[config.mk]
export PLATFORM = sky130hd
export DESIGN_NAME = sd_identification_sequencer_core
export DESIGN_NICKNAME = d
export VERILOG_FILES = /design/src/rtl/sdid_pkg.sv /design/src/rtl/sdid_policy.sv /design/src/rtl/sdid_seq.sv /design/src/rtl/sd_identification_sequencer_core.sv
export VERILOG_INCLUDE_DIRS = /design/src /design/src/rtl
export SDC_FILE = /design/constraint.sdc
export NUM_CORES = 1
export LEC_CHECK = 0
export BUFFER_PORTS_ARGS = -buffer_cell sky130_fd_sc_hd__buf_2
export CORE_MARGIN = 10
export CORE_UTILIZATION = 25
export CTS_CLUSTER_DIAMETER = 50
export DETAILED_ROUTE_END_ITERATION = 8
export GPL_ROUTABILITY_DRIVEN = 0
export SYNTH_ARGS = -nofsm -noshare
export SYNTH_HDL_FRONTEND = slang
export SYNTH_HIERARCHICAL = 1
export SYNTH_SLANG_ARGS = --single-unit
[constraint.sdc]
create_clock -name clk -period 13.2 [get_ports clk]
set_input_delay 0.66 -clock clk [delete_from_list [all_inputs] [get_ports clk]]
set_output_delay 0.66 -clock clk [all_outputs]
set_load 0.05 [all_outputs]
[src/rtl/sd_identification_sequencer_core_assert.svh]
// Assertion macros for the SD identification sequencer.
// Both expect clk and rst_n in scope at the point of use.
`ifndef SD_IDENTIFICATION_SEQUENCER_CORE_ASSERT_SVH
`define SD_IDENTIFICATION_SEQUENCER_CORE_ASSERT_SVH

// Same-cycle implication.
`define SDID_ASSERT_NOW(label, ante, cons, msg) \
    label: assert property (@(posedge clk) disable iff (!rst_n) (ante) |-> (cons)) \
        else $error(msg);

// Next-cycle implication.
`define SDID_ASSERT_NEXT(label, ante, cons, msg) \
    label: assert property (@(posedge clk) disable iff (!rst_n) (ante) |=> (cons)) \
        else $error(msg);

`endif

[src/rtl/sdid_pkg.sv]
package sdid_pkg;

    localparam int unsigned CFG_LIMIT_W = 16;
    localparam int unsigned CFG_DATA_W  = 16;
    localparam int unsigned CFG_IDX_W   = 3;
    localparam int unsigned CNT_W       = 18;
    localparam int unsigned ATT_OUT_W   = 16;

    localparam logic [CNT_W-1:0]       CNT_MAX       = '1;
    localparam logic [CFG_LIMIT_W-1:0] LIMIT_RESET   = 16'd100;
    localparam logic [31:0]            ARG_CMD8      = 32'h0000_01AA;
    localparam logic [31:0]            ARG_ACMD41    = 32'h4000_0000;
    localparam logic [7:0]             R1_READY      = 8'h00;

    localparam logic [5:0] CMD_GO_IDLE        = 6'd0;
    localparam logic [5:0] CMD_SEND_IF_COND   = 6'd8;
    localparam logic [5:0] CMD_APP            = 6'd55;
    localparam logic [5:0] ACMD_SEND_OP_COND  = 6'd41;
    localparam logic [5:0] CMD_READ_OCR       = 6'd58;
    localparam logic [5:0] CMD_SEND_CID       = 6'd10;
    localparam logic [5:0] CMD_SEND_CSD       = 6'd9;

    typedef enum logic {
        OP_START    = 1'b0,
        OP_COMPLETE = 1'b1
    } op_t;

    typedef enum logic [CFG_IDX_W-1:0] {
        REG_MAX_INIT_ATTEMPTS   = 3'd0,
        REG_IS_PHYSICAL         = 3'd1,
        REG_ALLOW_PHYSICAL      = 3'd2,
        REG_EXPLICITLY_SELECTED = 3'd3,
        REG_IDENTIFICATION_ONLY = 3'd4,
        REG_OWNED_RESOURCES     = 3'd5,
        REG_CONFLICTING_OWNER   = 3'd6
    } cfg_idx_t;

    typedef enum logic [2:0] {
        PH_IDLE   = 3'd0,
        PH_CMD0   = 3'd1,
        PH_CMD8   = 3'd2,
        PH_CMD55  = 3'd3,
        PH_ACMD41 = 3'd4,
        PH_CMD58  = 3'd5,
        PH_CMD10  = 3'd6,
        PH_CMD9   = 3'd7
    } phase_t;

    typedef enum logic [3:0] {
        ST_COMPLETE         = 4'd0,
        ST_INVALID_PLAN     = 4'd1,
        ST_PHYS_REJECTED    = 4'd2,
        ST_TARGET_REQUIRED  = 4'd3,
        ST_READONLY_REQUIRED = 4'd4,
        ST_RESOURCES_MISSING = 4'd5,
        ST_CONFLICT         = 4'd6,
        ST_XCHG_FAILED      = 4'd7,
        ST_INIT_TIMEOUT     = 4'd8
    } status_t;

    typedef struct packed {
        logic       is_physical;
        logic       allow_physical;
        logic       explicitly_selected;
        logic       identification_only;
        logic [7:0] owned_resources;
        logic       conflicting_owner;
    } policy_cfg_t;

    typedef struct packed {
        logic                 is_command;
        logic [5:0]           cmd_index;
        logic [31:0]          cmd_argument;
        status_t              status;
        logic [ATT_OUT_W-1:0] init_tries;
        logic [CNT_W-1:0]     cmds_sent;
        logic [CNT_W-1:0]     cmds_acked;
        logic [31:0]          cmd8_echo;
        logic [31:0]          ocr_word;
        logic                 physical_used;
    } result_t;

    function automatic logic [5:0] cmd_of_phase(input phase_t ph);
        logic [5:0] idx;
        case (ph)
            PH_CMD0:   idx = CMD_GO_IDLE;
            PH_CMD8:   idx = CMD_SEND_IF_COND;
            PH_CMD55:  idx = CMD_APP;
            PH_ACMD41: idx = ACMD_SEND_OP_COND;
            PH_CMD58:  idx = CMD_READ_OCR;
            PH_CMD10:  idx = CMD_SEND_CID;
            PH_CMD9:   idx = CMD_SEND_CSD;
            default:   idx = CMD_GO_IDLE;
        endcase
        return idx;
    endfunction

    function automatic logic [31:0] arg_of_phase(input phase_t ph);
        logic [31:0] arg;
        case (ph)
            PH_CMD8:   arg = ARG_CMD8;
            PH_ACMD41: arg = ARG_ACMD41;
            default:   arg = '0;
        endcase
        return arg;
    endfunction

    function automatic logic [CNT_W-1:0] sat_inc(input logic [CNT_W-1:0] v);
        return (v == CNT_MAX) ? v : v + 1'b1;
    endfunction

endpackage

[src/rtl/sdid_policy.sv]
module sdid_policy #(
    parameter int unsigned REQUIRED_RESOURCE_MASK = 15,
    parameter int unsigned ATTEMPT_BITS           = 16
) (
    input  logic [sdid_pkg::CFG_LIMIT_W-1:0] max_init_attempts,
    input  sdid_pkg::policy_cfg_t            cfg,
    output logic [ATTEMPT_BITS-1:0]          limit,
    output sdid_pkg::status_t                start_status,
    output logic                             start_phys
);
    import sdid_pkg::*;

    localparam logic [CFG_LIMIT_W-1:0] LIMIT_CAP =
        CFG_LIMIT_W'((32'd1 << ATTEMPT_BITS) - 32'd1);
    localparam logic [7:0] NEED = 8'(REQUIRED_RESOURCE_MASK);

    // Saturate the programmed limit to what the attempt counter can hold.
    always_comb
    begin
        if (max_init_attempts > LIMIT_CAP)
            limit = '1;
        else
            limit = max_init_attempts[ATTEMPT_BITS-1:0];
    end

    // Plan check first, then the physical access policy in priority order.
    always_comb
    begin
        start_phys   = 1'b0;
        start_status = ST_COMPLETE;
        if (limit == '0)
        begin
            start_status = ST_INVALID_PLAN;
        end
        else
        begin
            start_phys = cfg.is_physical;
            if (cfg.is_physical)
            begin
                if (!cfg.allow_physical)
                    start_status = ST_PHYS_REJECTED;
                else if (!cfg.explicitly_selected)
                    start_status = ST_TARGET_REQUIRED;
                else if (!cfg.identification_only)
                    start_status = ST_READONLY_REQUIRED;
                else if ((cfg.owned_resources & NEED) != NEED)
                    start_status = ST_RESOURCES_MISSING;
                else if (cfg.conflicting_owner)
                    start_status = ST_CONFLICT;
            end
        end
    end

endmodule

[src/rtl/sdid_seq.sv]
module sdid_seq #(
    parameter int unsigned ATTEMPT_BITS = 16
) (
    input  logic                    clk,
    input  logic                    rst_n,
    input  logic                    fire,
    input  sdid_pkg::op_t           opcode,
    input  logic                    exchange_ok,
    input  logic [7:0]              r1,
    input  logic [31:0]             trailing,
    input  logic [ATTEMPT_BITS-1:0] limit,
    input  sdid_pkg::status_t       start_status,
    input  logic                    start_phys,
    output logic                    has_result,
    output sdid_pkg::result_t       res
);
    import sdid_pkg::*;

    phase_t                  phase_reg,     phase_next;
    logic [ATTEMPT_BITS-1:0] attempt_reg,   attempt_next;
    logic [CNT_W-1:0]        attempted_reg, attempted_next;
    logic [CNT_W-1:0]        completed_reg, completed_next;
    logic [31:0]             echo_reg,      echo_next;
    logic [31:0]             ocr_reg,       ocr_next;
    logic                    phys_reg,      phys_next;
    logic [ATTEMPT_BITS-1:0] attempt_inc;

    assign attempt_inc = attempt_reg + 1'b1;

    always_ff @(posedge clk or negedge rst_n)
    begin
        if (!rst_n)
        begin
            phase_reg     <= PH_IDLE;
            attempt_reg   <= '0;
            attempted_reg <= '0;
            completed_reg <= '0;
            echo_reg      <= '0;
            ocr_reg       <= '0;
            phys_reg      <= 1'b0;
        end
        else
        begin
            phase_reg     <= phase_next;
            attempt_reg   <= attempt_next;
            attempted_reg <= attempted_next;
            completed_reg <= completed_next;
            echo_reg      <= echo_next;
            ocr_reg       <= ocr_next;
            phys_reg      <= phys_next;
        end
    end

    // Next state
    always_comb
    begin
        phase_next     = phase_reg;
        attempt_next   = attempt_reg;
        attempted_next = attempted_reg;
        completed_next = completed_reg;
        echo_next      = echo_reg;
        ocr_next       = ocr_reg;
        phys_next      = phys_reg;
        if (fire)
        begin
            if (opcode == OP_START)
            begin
                phase_next     = PH_IDLE;
                attempt_next   = '0;
                attempted_next = '0;
                completed_next = '0;
                echo_next      = '0;
                ocr_next       = '0;
                phys_next      = start_phys;
                if (start_status == ST_COMPLETE)
                begin
                    phase_next     = PH_CMD0;
                    attempted_next = CNT_W'(1);
                end
            end
            else if (phase_reg != PH_IDLE)
            begin
                if (!exchange_ok)
                begin
                    phase_next = PH_IDLE;
                end
                else
                begin
                    completed_next = sat_inc(completed_reg);
                    case (phase_reg)
                        PH_CMD0:
                            phase_next = PH_CMD8;
                        PH_CMD8:
                        begin
                            echo_next  = trailing;
                            phase_next = (attempt_reg >= limit) ? PH_IDLE : PH_CMD55;
                        end
                        PH_CMD55:
                            phase_next = PH_ACMD41;
                        PH_ACMD41:
                        begin
                            attempt_next = attempt_inc;
                            if (r1 == R1_READY)
                                phase_next = PH_CMD58;
                            else if (attempt_inc >= limit)
                                phase_next = PH_IDLE;
                            else
                                phase_next = PH_CMD55;
                        end
                        PH_CMD58:
                        begin
                            ocr_next   = trailing;
                            phase_next = PH_CMD10;
                        end
                        PH_CMD10:
                            phase_next = PH_CMD9;
                        default:
                            phase_next = PH_IDLE;
                    endcase
                    if (phase_next != PH_IDLE)
                        attempted_next = sat_inc(attempted_reg);
                end
            end
        end
    end

    // Outputs: a new phase means a command, a return to idle means a report.
    always_comb
    begin
        status_t rep_status;
        if (opcode == OP_START)
            rep_status = start_status;
        else if (!exchange_ok)
            rep_status = ST_XCHG_FAILED;
        else if (phase_reg == PH_CMD9)
            rep_status = ST_COMPLETE;
        else
            rep_status = ST_INIT_TIMEOUT;

        has_result         = fire && ((opcode == OP_START) || (phase_reg != PH_IDLE));
        res.is_command     = (phase_next != PH_IDLE);
        res.cmd_index      = cmd_of_phase(phase_next);
        res.cmd_argument   = arg_of_phase(phase_next);
        res.status         = res.is_command ? ST_COMPLETE : rep_status;
        res.init_tries     = ATT_OUT_W'(attempt_next);
        res.cmds_sent      = attempted_next;
        res.cmds_acked     = completed_next;
        res.cmd8_echo      = echo_next;
        res.ocr_word       = ocr_next;
        res.physical_used  = phys_next;
    end

endmodule

[src/rtl/sd_identification_sequencer_core.sv]
// SD card identification sequencer, host side (SPI-mode bring-up).
// Input channel (in_valid/in_ready): opcode start begins a run; opcode
// complete reports the outstanding exchange with exchange_ok, r1 and the
// trailing word. Output channel (out_valid/out_ready): each transaction is
// either the next command to issue (is_command 1) or a final run report
// with a status, plus the live counters, CMD8 echo and OCR.
// Configuration channel (cfg_valid/cfg_ready, cfg_index, cfg_data) is always
// ready; write it only while no run transaction is in flight.
// Path: the input register captures on the accepting edge and the sequencer
// logic then loads the output register from it when the output slot is free.
// Throughput: one input transaction per cycle while out_ready stays high.
// A completion arriving while idle is dropped with no result.
// Reset: phase idle, counters and latches zero, attempt limit 100, all
// other policy registers zero.
// Stall: the output register holds its result; the input register takes
// one more transaction, then in_ready drops until out_ready returns.
`include "sd_identification_sequencer_core_assert.svh"

module sd_identification_sequencer_core #(
    parameter int unsigned REQUIRED_RESOURCE_MASK = 15,
    parameter int unsigned ATTEMPT_BITS           = 16
) (
    input  logic                                clk,
    input  logic                                rst_n,
    input  logic                                in_valid,
    output logic                                in_ready,
    input  logic                                opcode,
    input  logic                                exchange_ok,
    input  logic [7:0]                          r1,
    input  logic [31:0]                         trailing,
    output logic                                out_valid,
    input  logic                                out_ready,
    output logic                                is_command,
    output logic [5:0]                          cmd_index,
    output logic [31:0]                         cmd_argument,
    output logic [3:0]                          status,
    output logic [15:0]                         init_tries,
    output logic [17:0]                         cmds_sent,
    output logic [17:0]                         cmds_acked,
    output logic [31:0]                         cmd8_echo,
    output logic [31:0]                         ocr_word,
    output logic                                physical_used,
    input  logic                                cfg_valid,
    output logic                                cfg_ready,
    input  logic [sdid_pkg::CFG_IDX_W-1:0]      cfg_index,
    input  logic [sdid_pkg::CFG_DATA_W-1:0]     cfg_data
);
    import sdid_pkg::*;

    // Configuration registers
    logic [CFG_LIMIT_W-1:0] max_init_attempts_reg;
    policy_cfg_t            policy_reg;

    // Input register stage
    logic        s1_valid_reg, s1_valid_next;
    op_t         s1_opcode_reg;
    logic        s1_ok_reg;
    logic [7:0]  s1_r1_reg;
    logic [31:0] s1_trailing_reg;

    // Output register stage
    logic    out_valid_reg, out_valid_next;
    result_t out_data_reg;

    logic                    in_fire;
    logic                    out_free;
    logic                    advance;
    logic [ATTEMPT_BITS-1:0] limit;
    status_t                 start_status;
    logic                    start_phys;
    logic                    has_result;
    result_t                 res;

    assign cfg_ready = 1'b1;

    always_ff @(posedge clk or negedge rst_n)
    begin
        if (!rst_n)
        begin
            max_init_attempts_reg <= LIMIT_RESET;
            policy_reg            <= '0;
        end
        else if (cfg_valid && cfg_ready)
        begin
            case (cfg_idx_t'(cfg_index))
                REG_MAX_INIT_ATTEMPTS:   max_init_attempts_reg <= cfg_data[CFG_LIMIT_W-1:0];
                REG_IS_PHYSICAL:         policy_reg.is_physical <= cfg_data[0];
                REG_ALLOW_PHYSICAL:      policy_reg.allow_physical <= cfg_data[0];
                REG_EXPLICITLY_SELECTED: policy_reg.explicitly_selected <= cfg_data[0];
                REG_IDENTIFICATION_ONLY: policy_reg.identification_only <= cfg_data[0];
                REG_OWNED_RESOURCES:     policy_reg.owned_resources <= cfg_data[7:0];
                REG_CONFLICTING_OWNER:   policy_reg.conflicting_owner <= cfg_data[0];
                default:                 ;
            endcase
        end
    end

    // The output slot is free when empty or being drained this cycle; advance
    // the input stage only into a free slot.
    assign out_free = !out_valid_reg || out_ready;
    assign advance  = s1_valid_reg && out_free;
    assign in_ready = !s1_valid_reg || out_free;
    assign in_fire  = in_valid && in_ready;

    always_comb
    begin
        if (in_fire)
            s1_valid_next = 1'b1;
        else if (advance)
            s1_valid_next = 1'b0;
        else
            s1_valid_next = s1_valid_reg;
    end

    always_ff @(posedge clk or negedge rst_n)
    begin
        if (!rst_n)
            s1_valid_reg <= 1'b0;
        else
            s1_valid_reg <= s1_valid_next;
    end

    // Payload of the input stage needs no reset.
    always_ff @(posedge clk)
    begin
        if (in_fire)
        begin
            s1_opcode_reg   <= op_t'(opcode);
            s1_ok_reg       <= exchange_ok;
            s1_r1_reg       <= r1;
            s1_trailing_reg <= trailing;
        end
    end

    sdid_policy #(
        .REQUIRED_RESOURCE_MASK (REQUIRED_RESOURCE_MASK),
        .ATTEMPT_BITS           (ATTEMPT_BITS)
    ) u_policy (
        .max_init_attempts (max_init_attempts_reg),
        .cfg               (policy_reg),
        .limit             (limit),
        .start_status      (start_status),
        .start_phys        (start_phys)
    );

    sdid_seq #(
        .ATTEMPT_BITS (ATTEMPT_BITS)
    ) u_seq (
        .clk          (clk),
        .rst_n        (rst_n),
        .fire         (advance),
        .opcode       (s1_opcode_reg),
        .exchange_ok  (s1_ok_reg),
        .r1           (s1_r1_reg),
        .trailing     (s1_trailing_reg),
        .limit        (limit),
        .start_status (start_status),
        .start_phys   (start_phys),
        .has_result   (has_result),
        .res          (res)
    );

    // Load a result on advance; drop the valid once the receiver takes it.
    always_comb
    begin
        if (advance)
            out_valid_next = has_result;
        else if (out_ready)
            out_valid_next = 1'b0;
        else
            out_valid_next = out_valid_reg;
    end

    always_ff @(posedge clk or negedge rst_n)
    begin
        if (!rst_n)
            out_valid_reg <= 1'b0;
        else
            out_valid_reg <= out_valid_next;
    end

    always_ff @(posedge clk)
    begin
        if (advance && has_result)
            out_data_reg <= res;
    end

    assign out_valid     = out_valid_reg;
    assign is_command    = out_data_reg.is_command;
    assign cmd_index     = out_data_reg.cmd_index;
    assign cmd_argument  = out_data_reg.cmd_argument;
    assign status        = out_data_reg.status;
    assign init_tries    = out_data_reg.init_tries;
    assign cmds_sent     = out_data_reg.cmds_sent;
    assign cmds_acked    = out_data_reg.cmds_acked;
    assign cmd8_echo     = out_data_reg.cmd8_echo;
    assign ocr_word      = out_data_reg.ocr_word;
    assign physical_used = out_data_reg.physical_used;

    // A report never carries a command index or argument.
    `SDID_ASSERT_NOW(a_report_no_cmd, out_valid && !is_command, cmd_index == CMD_GO_IDLE && cmd_argument == '0, "report carries a command")
    // A command always carries status complete.
    `SDID_ASSERT_NOW(a_cmd_status, out_valid && is_command, status == ST_COMPLETE, "command with nonzero status")
    // Completions can never outrun issued commands.
    `SDID_ASSERT_NOW(a_cnt_order, out_valid, cmds_acked <= cmds_sent, "completed exceeds attempted")
    // A stalled output keeps the input stage occupied.
    `SDID_ASSERT_NEXT(a_stall_hold, s1_valid_reg && out_valid_reg && !out_ready, s1_valid_reg, "input stage drained into a stalled output")

endmodule
==> key figures <==
Worst setup path
  • Req. time, crit path: 13.49 ns
  • Critical Path End Type: flip-flop
  • Max Fanout on Critical Path: 34
  • Critical path launch point type: flip-flop
  • Critical Setup Path Class: flip-flop to flip-flop
  • R2R setup slack: 8.81 ns
  • Arrival time worst endpoint: 4.68 ns

Power
  • Sw Pwr: between 0.8 and 0.9 mW
  • Overall Power: roughly 2.9 mW
  • Pwr dens: about 160 mW/mm^2
  • Logic pwr share: 11.8%
  • Peak supply drop: 87.59 uV
  • Sw Share: between 20% and 30%
  • Pleak: 7.194 nW
  • Int Pwr: about 2.1 mW
  • Clock network power share: a little over two fifths
  • Sequential power share: 44.4%

Detailed routing
  • Via Count: 9,350
  • DR WL met2: roughly 18 mm
  • Post-Route M1 WL: 16.00 mm
  • Wirelength, routed: roughly 39 mm
  • DR WL met3: 2.904 mm
  • Wire per inst: 18.01 um
  • Detailed-route DRC error count: 0
  • Highest Signal Layer: met5
  • Antenna Nets Post-Route: 0
  • Drt pass-1 iters: 4
  • Routed vias/inst: 4.361
  • Initial DRC count: 594

CTS
  • Cts hold-fix bufs: 0
  • Clock latency on the worst-skew pair: slightly below 0.6 ns
  • Sink Count: 349
  • CTS tree: done
  • CTS Buf Count: 45
  • CTS clk-pin slew, worst paths: ~0.060 ns
  • Post-CTS setup buffer count: 0
  • Clock root buffer: clkbuf_16
  • CTS resizes: 0
  • Clk buf depth: 3
  • H-tree Lvls: 2

Global route
  • Initial antenna violation count: 4
  • GRT Total Usage: a little under an eighth
  • Pin count of the biggest net entering global routing: 93
  • Vias in the first global route: 9,876
  • Global-route wire length before repair: 59.19 mm
  • Total grt overflow: 0

Final layout
  • Share of cells above drive strength 1: 27.34%
  • Finished Layout Cells: roughly 2.1k
  • Post-layout util: a little under a third
  • Design area: 0.01779 sq mm
  • Nets: 1,443
  • Commonest non-fill, non-tap cells in the layout: buf_2 (226), edfxtp_1 (202), nand2_1 (185)
  • Inserted Diodes: 0
  • Area Overhead vs Synth: 23.21%
  • Commonest non-fill, non-tap cell in the layout: buf_2

STA
  • Setup ws final: ~9 ns
  • Least-Margin Pin Slew: 1.048 ns
  • Smallest hold slack: roughly 0.16 ns
  • RSZ-0062 raised after global routing: no
  • Worst Clk Skew: roughly 0.037 ns
  • Final min period: 4.385 ns
  • Max Fclk: ~230 MHz
  • Rel. slew slack: 29.89%
  • Max Slew Vio Count: 0
  • Fin crit share: between 30% and 40%
  • Final hold violations: 0
  • Final TNS setup: 0 ns
  • Final setup viols: 0

Die
  • Die ar.: about 0.068 sq mm
  • Die Wd: 260.3 um
  • Floorplan die height: 260.3 um
  • Initial core utilization: about 25%
  • Row Count: 88
  • Ports: approximately 230
  • CORE AREA: 0.05748 sq mm

Place
  • Hpwl dp: about 26 mm
  • Pre-CTS WS: ~8.8 ns
  • Placed cell count: 2,060
  • Placed Area: between 0.015 and 0.02 sq mm
  • PortBufs: 227

Run
  • Max-cap viol count: 0

Min path
  • Hold Path Class: input pin to asynchronous set/reset pin

Yosys
  • Cells after Synth: about 1.1k
  • Avg Inst Size Synth: approximately 13 sq um
  • Synth Warn #: 6
  • Post-Syn Area: 0.01444 sq mm

Status
  • Status: completed
==> layout make-up <==
cell class	count	area (sq um)
Clock buffer	56	1260
Clock inverter	28	344.1
Fill cell	5809	39680
Inverter	29	108.9
Multi-Input combinational cell	679	4149
Sequential cell	349	9748
Tap cell	765	957.2
Timing Repair Buffer	238	1225
==> critical path: stages (launching register included) <==
cell       delay [ns]
dfrtp_1          0.44
ha_1             0.23
and3_1           0.30
nand3_1          0.18
or3_1            0.43
xnor2_1          0.14
ha_1             0.29
nand4_1          0.12
nor4_1           0.30
a2bb2oi_1        0.12
and2_1           0.25
a211oi_4         0.88
or2_2            0.27
o221ai_1         0.15
==> routing by layer <==
layer,vias to the layer above,GRT usage (%)
met3,84,3.342
met4,6,4.763
met5,-,0
met2,302,18.34
met1,4579,13.72
li1,4379,-
==> path summary, 6_finish.rpt <==
kind / startpoint / depth (start not counted) / to
max reg2reg: u_seq/attempt_reg[0]$_DFF_PN0_ / 13 / cmds_sent[1]$_DFFE_PP_
min: rst_n / 1 / u_seq/ocr_reg[13]$_DFF_PN0_
max: u_seq/attempt_reg[0]$_DFF_PN0_ / 13 / cmds_sent[1]$_DFFE_PP_
min reg2reg: u_seq/phys_reg$_DFF_PN0_ / 1 / u_seq/phys_reg$_DFF_PN0_
max in group asynchronous: rst_n / 2 / s1_valid_reg$_DFFE_PN0P_
min in group clk: trailing[8] / 1 / s1_trailing_reg[8]$_DFFE_PP_
==> power by group through the flow <==
stage,sequential (mW),combinational [mW],clock (mW)
2_1_floorplan,1.42,0.150,0
3_3_place_gp,1.31,0.341,0
3_5_place_dp,1.31,0.346,0
4_1_cts,1.29,0.347,1.31
5_1_grt,1.30,0.370,1.35
6_report,1.29,0.341,1.27
(Power assumes the default switching activity.)
